### config.mk
export PLATFORM = sky130hd
export DESIGN_NAME = pdjs_ram
export DESIGN_NICKNAME = d
export VERILOG_FILES = /design/src/rtl/core/pdjs_ram.sv
export SDC_FILE = /design/constraint.sdc
export NUM_CORES = 1
export LEC_CHECK = 0
export BUFFER_PORTS_ARGS = -buffer_cell sky130_fd_sc_hd__buf_4
export CAP_MARGIN = 10
export CORE_MARGIN = 2
export CORE_UTILIZATION = 45
export DETAILED_ROUTE_END_ITERATION = 7
export GPL_ROUTABILITY_DRIVEN = 0
export PLACE_DENSITY = 0.61
export REMOVE_ABC_BUFFERS = 1
export SETUP_SLACK_MARGIN = 0.2
export SLEW_MARGIN = 20
export SYNTH_ARGS = -nofsm -noshare
export SYNTH_HDL_FRONTEND = slang
export SYNTH_SLANG_ARGS = --single-unit
### constraint.sdc
create_clock -name clk -period 3.91 [get_ports clk]
set_clock_uncertainty 0.2 [all_clocks]
set_input_delay 0.391 -clock clk [delete_from_list [all_inputs] [get_ports clk]]
set_output_delay 0.391 -clock clk [all_outputs]
set_load 0.02 [all_outputs]
### src/rtl/core/pdjs_ram.sv
// Generic single-write, single-read synchronous RAM with registered read.
// No dependencies.
module pdjs_ram #(
  parameter int WIDTH = 8,
  parameter int DEPTH = 32,
  localparam int AW = (DEPTH > 1) ? $clog2(DEPTH) : 1
) (
  input  logic             clk,
  input  logic             we,
  input  logic [AW-1:0]    waddr,
  input  logic [WIDTH-1:0] wdata,
  input  logic             re,
  input  logic [AW-1:0]    raddr,
  output logic [WIDTH-1:0] rdata
);

  logic [WIDTH-1:0] mem_r [DEPTH];
  logic [WIDTH-1:0] rdata_r;

  always_ff @(posedge clk) begin
    if (we) begin
      mem_r[waddr] <= wdata;
    end
    if (re) begin
      rdata_r <= mem_r[raddr];
    end
  end

  assign rdata = rdata_r;

endmodule

# ---- After elaboration in Yosys (flattened, before gate mapping)
# Memory sizes are Yosys's and may differ from the RTL's. A register that Yosys moved wholly into a read port is not among the register bits.
# Cells that the tools add are included.
dict set report word_totals {
  reg_bits 0
  ram_bits 256
  inputBits 21
  output_inout_bits 8
  word_cells 3
  mem_count 1
}
# memory depth width read_ports rd_clocked_by_memory_dff write_ports line_no
set mem_list {}
lappend mem_list {mem_r 32 8 1 1 1 17} ;# logic [WIDTH-1:0] mem_r [DEPTH];
dict set report op_classes {
  n_mux 2
}
# operator count
set op_table {}
lappend op_table {{$mux W1} 2}

# ---- Depth between registers and ports, before layout
dict set report logic_depth {
  word_depth 2
  mapped_depth 5
  depth_no_buf 3
}

# ---- Worst setup path before layout
# No wires, ideal clock.
dict set report synth_path {
  path_type {input to register}
  start {input raddr[2]}
  end {register rdata_r[0] (netlist: rdata[0]) (read register of mem_r) (data pin)}
  setup_ps 260
  t_arrival_ps 2073
  required_ps 3450
  setup_slack_ps 1377
  cell_stages 5
  n_path_buf 2
  path_cell_list {clkbuf_1 clkbuf_1 mux4_2 mux4_2 mux2_2}
}
# element line_no
set synth_rtl {}
lappend synth_rtl {{start: declaration} 13} ;# input logic [AW-1:0] raddr,
lappend synth_rtl {{end: declaration} 18} ;# logic [WIDTH-1:0] rdata_r;

==> run metrics <==
status=complete, no violations; # IOs=29; drt drc=0; number of max-cap violations=0; Routed Antenna Nets=0; number of synthesized flops with an enable pin=roughly 260; initial antenna violation count=0; final setup fails=0; Post-Syn Instances=around 420; Peak VDD IR=between 0.0003 and 0.0004 V; ys flop type=edfxtp_1; final hold vios=0; grt ovf=0; setup tns final=0 ns; layout cells sized above 1=approximately a third; period utilization=62.3%; number of global-route vias before repair=roughly 4.6k; global-route wire length before repair=30.2 mm; critical path type=input pin to flop; M1 wire length=just over 9 mm; clk buf depth=3; P_leak=roughly 3.6 nW; min-delay worst type=input pin to flop; max-slew violations=0; Initial Util=between 40% and 50%; gr usage total=between 10% and 20%; endpoint type of the worst setup path=flop; Antenna diodes=0; R2R Path Start=mem_r[23][4]; top sig layer=met4; P&R area growth vs syn=13.6%; asr flop ratio synth=0%; largest net degree at the start of global routing=36; Met3 Wirelength=between 1 and 1.5 mm; CTS tree=done; post-layout min period=between 2 and 2.5 ns; final setup margin=~1.5 ns; nets=between 400 and 500; die width=approximately 150 µm; RR Endpoint=rdata[4]; Worst Tran Pin Value=~0.90 ns; Root Driver=clkbuf_16; DIE HEIGHT=around 150 µm; row count=between 50 and 60; CP Max Fanout=26; Seq/Total Area, Yosys=between 70% and 80%; WL per Instance=~26 µm; Critical Path Start=raddr[0]; Critical Path AT=around 2.5 ns; vias=roughly 4.5k; drt initial violations=394; First-pass DRT Iterations=4; Vias/cell=5.93; count leader, synth=edfxtp_1; final core utilization=approximately 52%; total CTS buffers=26; YS warnings=0; setup bufs post-CTS=0; required time of the critical path=just under 4 ns; Post-Syn Area=slightly above 10000 µm²; fmax=around 0.4 GHz; synth unique cells=14; Clock Sinks=264; Worst-path clk slew=about 0.060 ns; PortBufs=28; Yosys reg bits=roughly 260; core area=about 22000 µm²; Die ar.=between 20000 and 25000 µm²; Pwr Density=between 500 and 600 nW/µm²; post-DP HPWL=12.0 mm; worst slack at placement=approximately 0.9 ns; area leader, netlist=edfxtp_1; Yosys top cell area share=between 70% and 80%; H-tree depth=1; Max-slew headroom=39.8%; fillers=roughly 1.7k; Post-synth top cells=edfxtp_1, mux4_2, nor2_1; top post-synthesis cells by area=edfxtp_1, mux4_2, nor2_1; FF-to-FF setup slack=1.75 ns; Reg2Reg Depth=3; crit path launch type=input pin; clock latency on the worst-skew pair=roughly 0.53 ns; Critical Path Sink=rdata[4]; final WL=approximately 20 mm; DR WL met2=approximately 9 mm; Syn Area/Cell=about 24 µm²; RSZ-0062 raised after global routing=false
layout by cell type, fill, tap and decap left out, types with 5 or more instances in the layout:
master	n
nand3b_1	5
clkbuf_16	27
mux4_2	80
edfxtp_1	264
nor2_1	33
mux2_2	8
buf_4	28
clkinv_1	6
clkinv_2	7
stage by stage:
step	total power, mW	instance area, µm²	cells	hold WS [ns]
2_1_floorplan	3.37	10000	397	0.290
3_3_place_gp	3.53	10600	708	0.507
3_5_place_dp	3.54	10600	708	0.508
4_1_cts	5.99	11500	757	0.0819
5_1_grt	6.12	11500	757	0.0947
6_report	5.94	11500	757	0.0948
per-layer routing:
| metal | GRT usage (%) | vias up |
|---|---|---|
| met3 | 3.24 | 27 |
| met4 | 4.32 | 0 |
| met1 | 27.2 | 2440 |
| met2 | 25.7 | 155 |
| li1 | - | 1868 |
| met5 | 0 | - |
power by group:
part / switching, mW / internal [mW]
Sequential: 0.0101 / 3.16
Clock: 1.01 / 1.45
Combinational: 0.174 / 0.137
how the worst min path moves through the flow:
stage | depth (start not counted) | to | slack [ns] | start
global placement | 1 | rdata[2] | 0.51 | re
global route | 1 | mem_r[19][2] | 0.09 | wdata[2]
detailed placement | 1 | rdata[0] | 0.51 | re
finish | 1 | mem_r[18][2] | 0.09 | wdata[2]
CTS | 2 | rdata[6] | 0.08 | raddr[3]
floorplan | 0 | mem_r[0][0] | 0.29 | wdata[0]
timing repair:
item                      CTS  global route
hold buffers                1             0
gates resized for setup     0             0
hold endpoints to repair    8             0
flip-flops by register name, indices dropped and copies added (netlist names):
| signal | cells |
|---|---|
| mem_r | 256 |
| rdata | 8 |
cells by family (layout without fill, tap and decap cells):
logic type             count (synthesis)  count (layout)  share of synthesized area, %
buffers and inverters                 20              80                          1.05
flip-flops                           264             264                          78.2
multiplexers                          88              88                          18.7
AND/OR/NAND/NOR                       45              45                          2.05
cell type report:
type	count	area, µm²	area share, %
Clock buffer	30	687	5.97
Clock inverter	18	163	1.41
Multi-Input combinational cell	133	2100	18.2
Sequential cell	264	7930	68.9
Tap cell	280	350	3.04
Timing Repair Buffer	32	280	2.44
critical path, cell delays in order:
cell,delay (ns)
buf_4,0.38
buf_12,0.31
mux4_2,0.57
mux4_2,0.53
mux2_2,0.28
Note: power is estimated with default switching activity, not from simulation.
