File: config.mk
export PLATFORM = sky130hd
export DESIGN_NAME = pdjs_cfg_regs
export DESIGN_NICKNAME = d
export VERILOG_FILES = /design/src/rtl/core/pdjs_pkg.sv /design/src/rtl/core/pdjs_cfg_regs.sv
export SDC_FILE = /design/constraint.sdc
export NUM_CORES = 1
export LEC_CHECK = 0
export ABC_AREA = 1
export ABC_CLOCK_PERIOD_IN_PS = 800
export BUFFER_PORTS_ARGS = -buffer_cell sky130_fd_sc_hd__buf_2
export CAP_MARGIN = 20
export CELL_PAD_IN_SITES_DETAIL_PLACEMENT = 0
export CELL_PAD_IN_SITES_GLOBAL_PLACEMENT = 1
export CORE_MARGIN = 2
export CORE_UTILIZATION = 26
export DETAILED_ROUTE_END_ITERATION = 7
export GPL_TIMING_DRIVEN = 0
export MAX_ROUTING_LAYER = met4
export PLACE_DENSITY = 0.85
export SETUP_SLACK_MARGIN = 0.2
export SLEW_MARGIN = 20
export SYNTH_ARGS = -nofsm -noshare
export SYNTH_HDL_FRONTEND = slang
export SYNTH_SLANG_ARGS = --single-unit
File: constraint.sdc
create_clock -name clk -period 0.8 [get_ports clk]
set_input_delay 0.08 -clock clk [delete_from_list [all_inputs] [get_ports clk]]
set_output_delay 0.08 -clock clk [all_outputs]
set_load 0.02 [all_outputs]
File: src/rtl/core/pdjs_pkg.sv
// Shared types, widths and codes for the PD joint servo with phase hold.
// No dependencies; every other file of the block except pdjs_ram refers to this package.
package pdjs_pkg;

  localparam int NUM_JOINTS_DEF = 32;

  localparam int CMD_W      = 2;
  localparam int JOINT_W    = 5;
  localparam int ANG_W      = 24;
  localparam int GAIN_W     = 24;
  localparam int TRQ_W      = 32;
  localparam int THR_W      = 31;
  localparam int RATE_W     = 16;
  localparam int PHASE_W    = 2;

  localparam int APB_DATA_W = 32;
  localparam int APB_ADDR_W = 3;
  localparam int CFG_IDX_BIT = 2;

  // Shared multiplier: a 33-bit signed operand times a 25-bit signed operand.
  localparam int ERR_W      = ANG_W + 1;
  localparam int MUL_A_W    = TRQ_W + 1;
  localparam int MUL_B_W    = GAIN_W + 1;
  localparam int PROD_W     = MUL_A_W + MUL_B_W;

  // Products carry 20 fraction bits, results 16.
  localparam int RND_SHIFT  = 4;
  localparam int ROUND_BIAS = 1 << (RND_SHIFT - 1);

  localparam logic [THR_W-1:0]  THR_RESET  = 31'd1966080;
  localparam logic [RATE_W-1:0] RATE_RESET = 16'd500;

  typedef enum logic [CMD_W-1:0] {
    CMD_LOAD_GAINS = 2'd0,
    CMD_ACTIVATE   = 2'd1,
    CMD_CONTROL    = 2'd2
  } cmd_t;

  typedef enum logic [PHASE_W-1:0] {
    PHASE_FIRST  = 2'd0,
    PHASE_SECOND = 2'd1,
    PHASE_HOLD   = 2'd2
  } phase_t;

  typedef enum logic {
    REG_THRESHOLD = 1'b0,
    REG_RATE      = 1'b1
  } cfg_reg_t;

  typedef enum logic [2:0] {
    ST_IDLE,
    ST_READ,
    ST_PMUL,
    ST_DMUL,
    ST_SUM
  } fsm_t;

  typedef struct packed {
    logic [CMD_W-1:0]          cmd;
    logic [JOINT_W-1:0]        joint;
    logic signed [ANG_W-1:0]   angle;
    logic signed [ANG_W-1:0]   ref_angle;
    logic signed [ANG_W-1:0]   ref_velocity;
    logic                      first_has_row;
    logic                      second_has_row;
    logic signed [TRQ_W-1:0]   right_torque;
    logic signed [TRQ_W-1:0]   left_torque;
    logic [GAIN_W-1:0]         p_gain;
    logic [GAIN_W-1:0]         d_gain;
  } in_item_t;

  typedef struct packed {
    logic [JOINT_W-1:0]        out_joint;
    logic signed [TRQ_W-1:0]   torque;
    logic [PHASE_W-1:0]        phase;
    logic                      saturated;
  } out_item_t;

  typedef struct packed {
    logic [THR_W-1:0]          threshold;
    logic [RATE_W-1:0]         sample_rate;
  } cfg_t;

endpackage

File: src/rtl/core/pdjs_cfg_regs.sv
// APB-style configuration registers: foot torque threshold and sample rate.
// Depends on pdjs_pkg for widths, reset values and the register map.
module pdjs_cfg_regs (
  input  logic                             clk,
  input  logic                             rst_n,
  input  logic                             psel,
  input  logic                             penable,
  input  logic                             pwrite,
  input  logic [pdjs_pkg::APB_ADDR_W-1:0]  paddr,
  input  logic [pdjs_pkg::APB_DATA_W-1:0]  pwdata,
  output logic [pdjs_pkg::APB_DATA_W-1:0]  prdata,
  output logic                             pready,
  output pdjs_pkg::cfg_t                   cfg
);

  logic [pdjs_pkg::THR_W-1:0]  thr_r,  thr_nxt;
  logic [pdjs_pkg::RATE_W-1:0] rate_r, rate_nxt;
  logic                        wr_en;
  pdjs_pkg::cfg_reg_t          sel;

  assign pready = 1'b1;
  assign wr_en  = psel && penable && pwrite && pready;
  assign sel    = pdjs_pkg::cfg_reg_t'(paddr[pdjs_pkg::CFG_IDX_BIT]);

  always_comb begin
    thr_nxt  = thr_r;
    rate_nxt = rate_r;
    if (wr_en) begin
      unique case (sel)
        pdjs_pkg::REG_THRESHOLD: thr_nxt  = pwdata[pdjs_pkg::THR_W-1:0];
        pdjs_pkg::REG_RATE:      rate_nxt = pwdata[pdjs_pkg::RATE_W-1:0];
        default: ;
      endcase
    end
  end

  always_ff @(posedge clk) begin
    if (!rst_n) begin
      thr_r  <= pdjs_pkg::THR_RESET;
      rate_r <= pdjs_pkg::RATE_RESET;
    end else begin
      thr_r  <= thr_nxt;
      rate_r <= rate_nxt;
    end
  end

  always_comb begin
    unique case (sel)
      pdjs_pkg::REG_THRESHOLD: prdata = pdjs_pkg::APB_DATA_W'(thr_r);
      pdjs_pkg::REG_RATE:      prdata = pdjs_pkg::APB_DATA_W'(rate_r);
      default:                 prdata = '0;
    endcase
  end

  assign cfg.threshold   = thr_r;
  assign cfg.sample_rate = rate_r;

endmodule
# After elaboration in Yosys (flattened, before gate mapping)
# Cells that the tools add are included.
# Widths: inputs -> output; s select.
# word_totals
regBits,47
output_inout_bits,80
elab_cells,8
# op_classes
n_mux,1
bitwise,1
reduce_logical,4
# ops
operator,count
$pmux 32 s2,1
$reduce_and 2->1,2
$logic_and 1x1->1,2
$not 1->1,1

# Longest topological paths before layout
# logic_depth
depth_word,3
mapped_depth,7
ltp_nobuf,5

# Least setup slack after synthesis
# OpenSTA, ideal clock, no wires.
# synth_path
kind,register to output
start,reg thr_r[16] (netlist name)
end,out prdata[16] (netlist name)
arrival_ns,0.782
setup_slack_ns,-0.062
stages_incl_launch_ff,3
path_cell_list,dfxtp_1 -> inv_1 -> nor2_1
# synth_between
elab_chain_len,1
# synth_lines
element,line_no,rtl
"start, declared",pdjs_cfg_regs.sv:16,"logic [pdjs_pkg::THR_W-1:0] thr_r, thr_nxt;"
"start signal, assigned",pdjs_cfg_regs.sv:39,thr_r <= pdjs_pkg::THR_RESET;
"start signal, assigned",pdjs_cfg_regs.sv:42,thr_r <= thr_nxt;
$pmux 32 s2,pdjs_cfg_regs.sv:48,unique case (sel)
"end, declared",pdjs_cfg_regs.sv:11,"output logic [pdjs_pkg::APB_DATA_W-1:0] prdata,"
# Every way passes these cells. The select of a mux whose other input is x is not followed.

# Final worst setup path
# layout_path
start,reg rate_r[9] (netlist name)
end,out prdata[9] (netlist name)
# layout_between
elab_chain_len,1
# layout_lines
element,line_no,rtl
"start, declared",pdjs_cfg_regs.sv:17,"logic [pdjs_pkg::RATE_W-1:0] rate_r, rate_nxt;"
"start signal, assigned",pdjs_cfg_regs.sv:40,rate_r <= pdjs_pkg::RATE_RESET;
"start signal, assigned",pdjs_cfg_regs.sv:43,rate_r <= rate_nxt;
$pmux 32 s2,pdjs_cfg_regs.sv:48,
# Every way passes these cells. The select of a mux whose other input is x is not followed.

==> flow_summary.yaml <==
routing:
  vias: 2753
  drc_errors: 0
  drt_wl_total_mm: 8.79
  wl_per_cell_um: 14.2
  ant_nets: 0
  drtIter0Drc: 82
  via_per_inst: 4.46
  dr.pass1.iters: 4
synth:
  ys_top_cells_by_area: "dfxtp_1, nand2_1, nor2_1, nand3_1, inv_1"
  ys_ff_latch: 47
  synth.largest_area_cell: "dfxtp_1"
  synthAdderAreaFrac: 0
  synth.yosys.warnings: 0
  synthMuxAreaShare: 0
  yosys.area.top_type_share: 0.411
  ys_seq_area_frac: 0.411
  synth-simple-area-share: 0.446
  syn_inst: 365
  synth_compound_area_frac: 0
  syn-cell-area_sq_um: 2290
  synthesis.nets: 405
  synth_top_family_by_area: "simple AND/OR/NAND/NOR gates"
  ys_types: 16
  synth.avg_cell_area_sq_um: 6.28
  synth_xor_area_frac: 0
pwr:
  finalPower_mw: 5.48
  power.density_nw_per_um2: 1100
  p_leak_nw: 2.44
  irDropWorstVdd_v: 0.000636
clock_tree:
  cts_max_path_buffers: 2
  insertion_delay_ns: 0.30
  cts_htree_levels: 2
  tritoncts: "yes"
  cts_buffers: 5
  cts-root-buf: "clkbuf_8"
  clk_pin_slew_ns: 0.08
  cts_sinks: 47
global_routing:
  grt_pass1_vias: 2665
  met1_usage: 0.216
  use_met3: 0.0329
  grt_start_max_net_pins: 15
  grt-ovfl-total: 0
  antenna_found_initial: 0
  use_met2: 0.308
  grt_pass1_wl_mm: 13.5
  busiest_layer: "met2"
  gr-usage-all-layers: 0.179
layout:
  drive_above_1_share: 0.695
  final_core_util: 0.576
  final_cells: 617
  layout_common_cells: "buf_6, nor2_1, nand2_1"
  layout_commonest_cell: "buf_6"
  multi_input_area_sq_um: 1760
  antenna_cells: 0
  design_area_sq_um: 4970
  area_growth_pct: 117
  fin_nets: 548
  seq_area_sq_um: 1100
  n_fill_cell: 763
critical_path:
  cp_slowest_cell: "dfxtp_4"
  crit_fanout: 3
  crit_chain: "nand2_4 -> nand2_4 -> buf_6"
  reg2reg_slack_ns: 0.07
  crit_top_cell: "nand2_4"
  crit_type: "flip-flop to primary output"
  slowest_delay_ns: 0.38
  critPathRequiredTime_ns: 0.72
  cp.arrival_ns: 0.92
  endpoint_kind: "primary output"
  cp-start-kind: "flip-flop"
timing:
  slew_headroom: 0.638
  finalSetupViolCount: 78
  finalClockSkew_ns: 0
  rsz0062_at_grt: "true"
  tns_ns: -10.07
  hold_viol: 3
  period_share: 1.25
  max_freq_mhz: 1000
  max_slew.worst_pin.slew_ns: 0.543
  period_needed_ns: 1.00
  slew_violations: 0
  layout_setup_ws_ns: -0.200
  hold-worst-slack_ns: -0.0139
placement:
  dp_cells: 585
  placed_area_sq_um: 3660
  dp_slack_ns: -0.310
  hpwl_mm: 5.62
  globalplace.congestion: 0.764
  io_buffers: 112
run_status:
  status: "finished with violations"
  violations: "hold timing, setup timing"
die:
  design.portCount: 120
  die_h_um: 97.9
  dieWidth_um: 97.9
  die_area_sq_um: 9580
  core_sq_um: 8640
  initial_core_util: 0.265
  fp-row-count: 34
job:
  cap_violations: 0
worst_hold_path:
  worstHoldPathType: "input pin to flip-flop"
## power by group
group	switching (mW)	leakage (nW)	internal (mW)
registers	0.119	0.408	2.34
clock network	0.805	0.0426	0.603
logic	0.849	1.99	0.766
total	1.77	2.44	3.71
## kinds of logic (layout without fill, tap and decap cells)
| group | count (synthesis) | in the layout |
|---|---|---|
| flops | 47 | 47 |
| buf+inv | 68 | 212 |
| other cells | 2 | 2 |
| simple gates | 248 | 248 |
## per-layer routing
metal / vias up / part of all wire
met5: - / 0
met4: 0 / 0.017
met3: 13 / 0.046
met2: 82 / 0.52
met1: 1279 / 0.42
li1: 1379 / -
## cell type report
type | instances | share of cell area
flip-flops and latches | 47 | 0.222
plain buffers | 24 | 0.0609
clock buffers | 6 | 0.0146
well taps | 108 | 0.0272
multi-input cells | 250 | 0.354
repair buffers | 136 | 0.282
inverters | 44 | 0.0367
clock inverters | 2 | 0.00176
## repair_timing
item | 4_1_cts | 5_1_grt
pin swaps | 43 | 46
resized for setup | 193 | 104
gates cloned | 4 | 2
buffers inserted | 8 | 10
endpoints found under the setup margin | 123 | 125
endpoints found under the hold margin | 4 | 4
## final timing paths
kind,startpoint,cells after the start,to
worst min-delay path,pwdata[17],3,thr_r[17]
worst max register to register,rate_r[9],3,rate_r[9]
worst max-delay path,rate_r[9],3,prdata[9]
worst min register to register,rate_r[7],2,rate_r[7]
## state kept, by name, summed over array words and instances (netlist names)
signal and count:
rate_r 16, thr_r 31
## synthesized netlist by cell type
master      n
buf_2       8
nand3_2     1
clkbuf_1    5
buf_6       5
dfxtp_1    47
buf_4       4
nor2_4      1
conb_1      2
nor2_1     89
nor2_8      1
nand3_1    47
buf_1       2
inv_4       1
nor2_2      1
nand2_1   108
inv_1      43
## worst max-delay path, delay by kind of cell (launching register included)
family        cells  cell delay, ns
buf+inv           1            0.11
flops             1            0.38
simple gates      2            0.13
No activity file was read; power rests on OpenSTA's default activity.
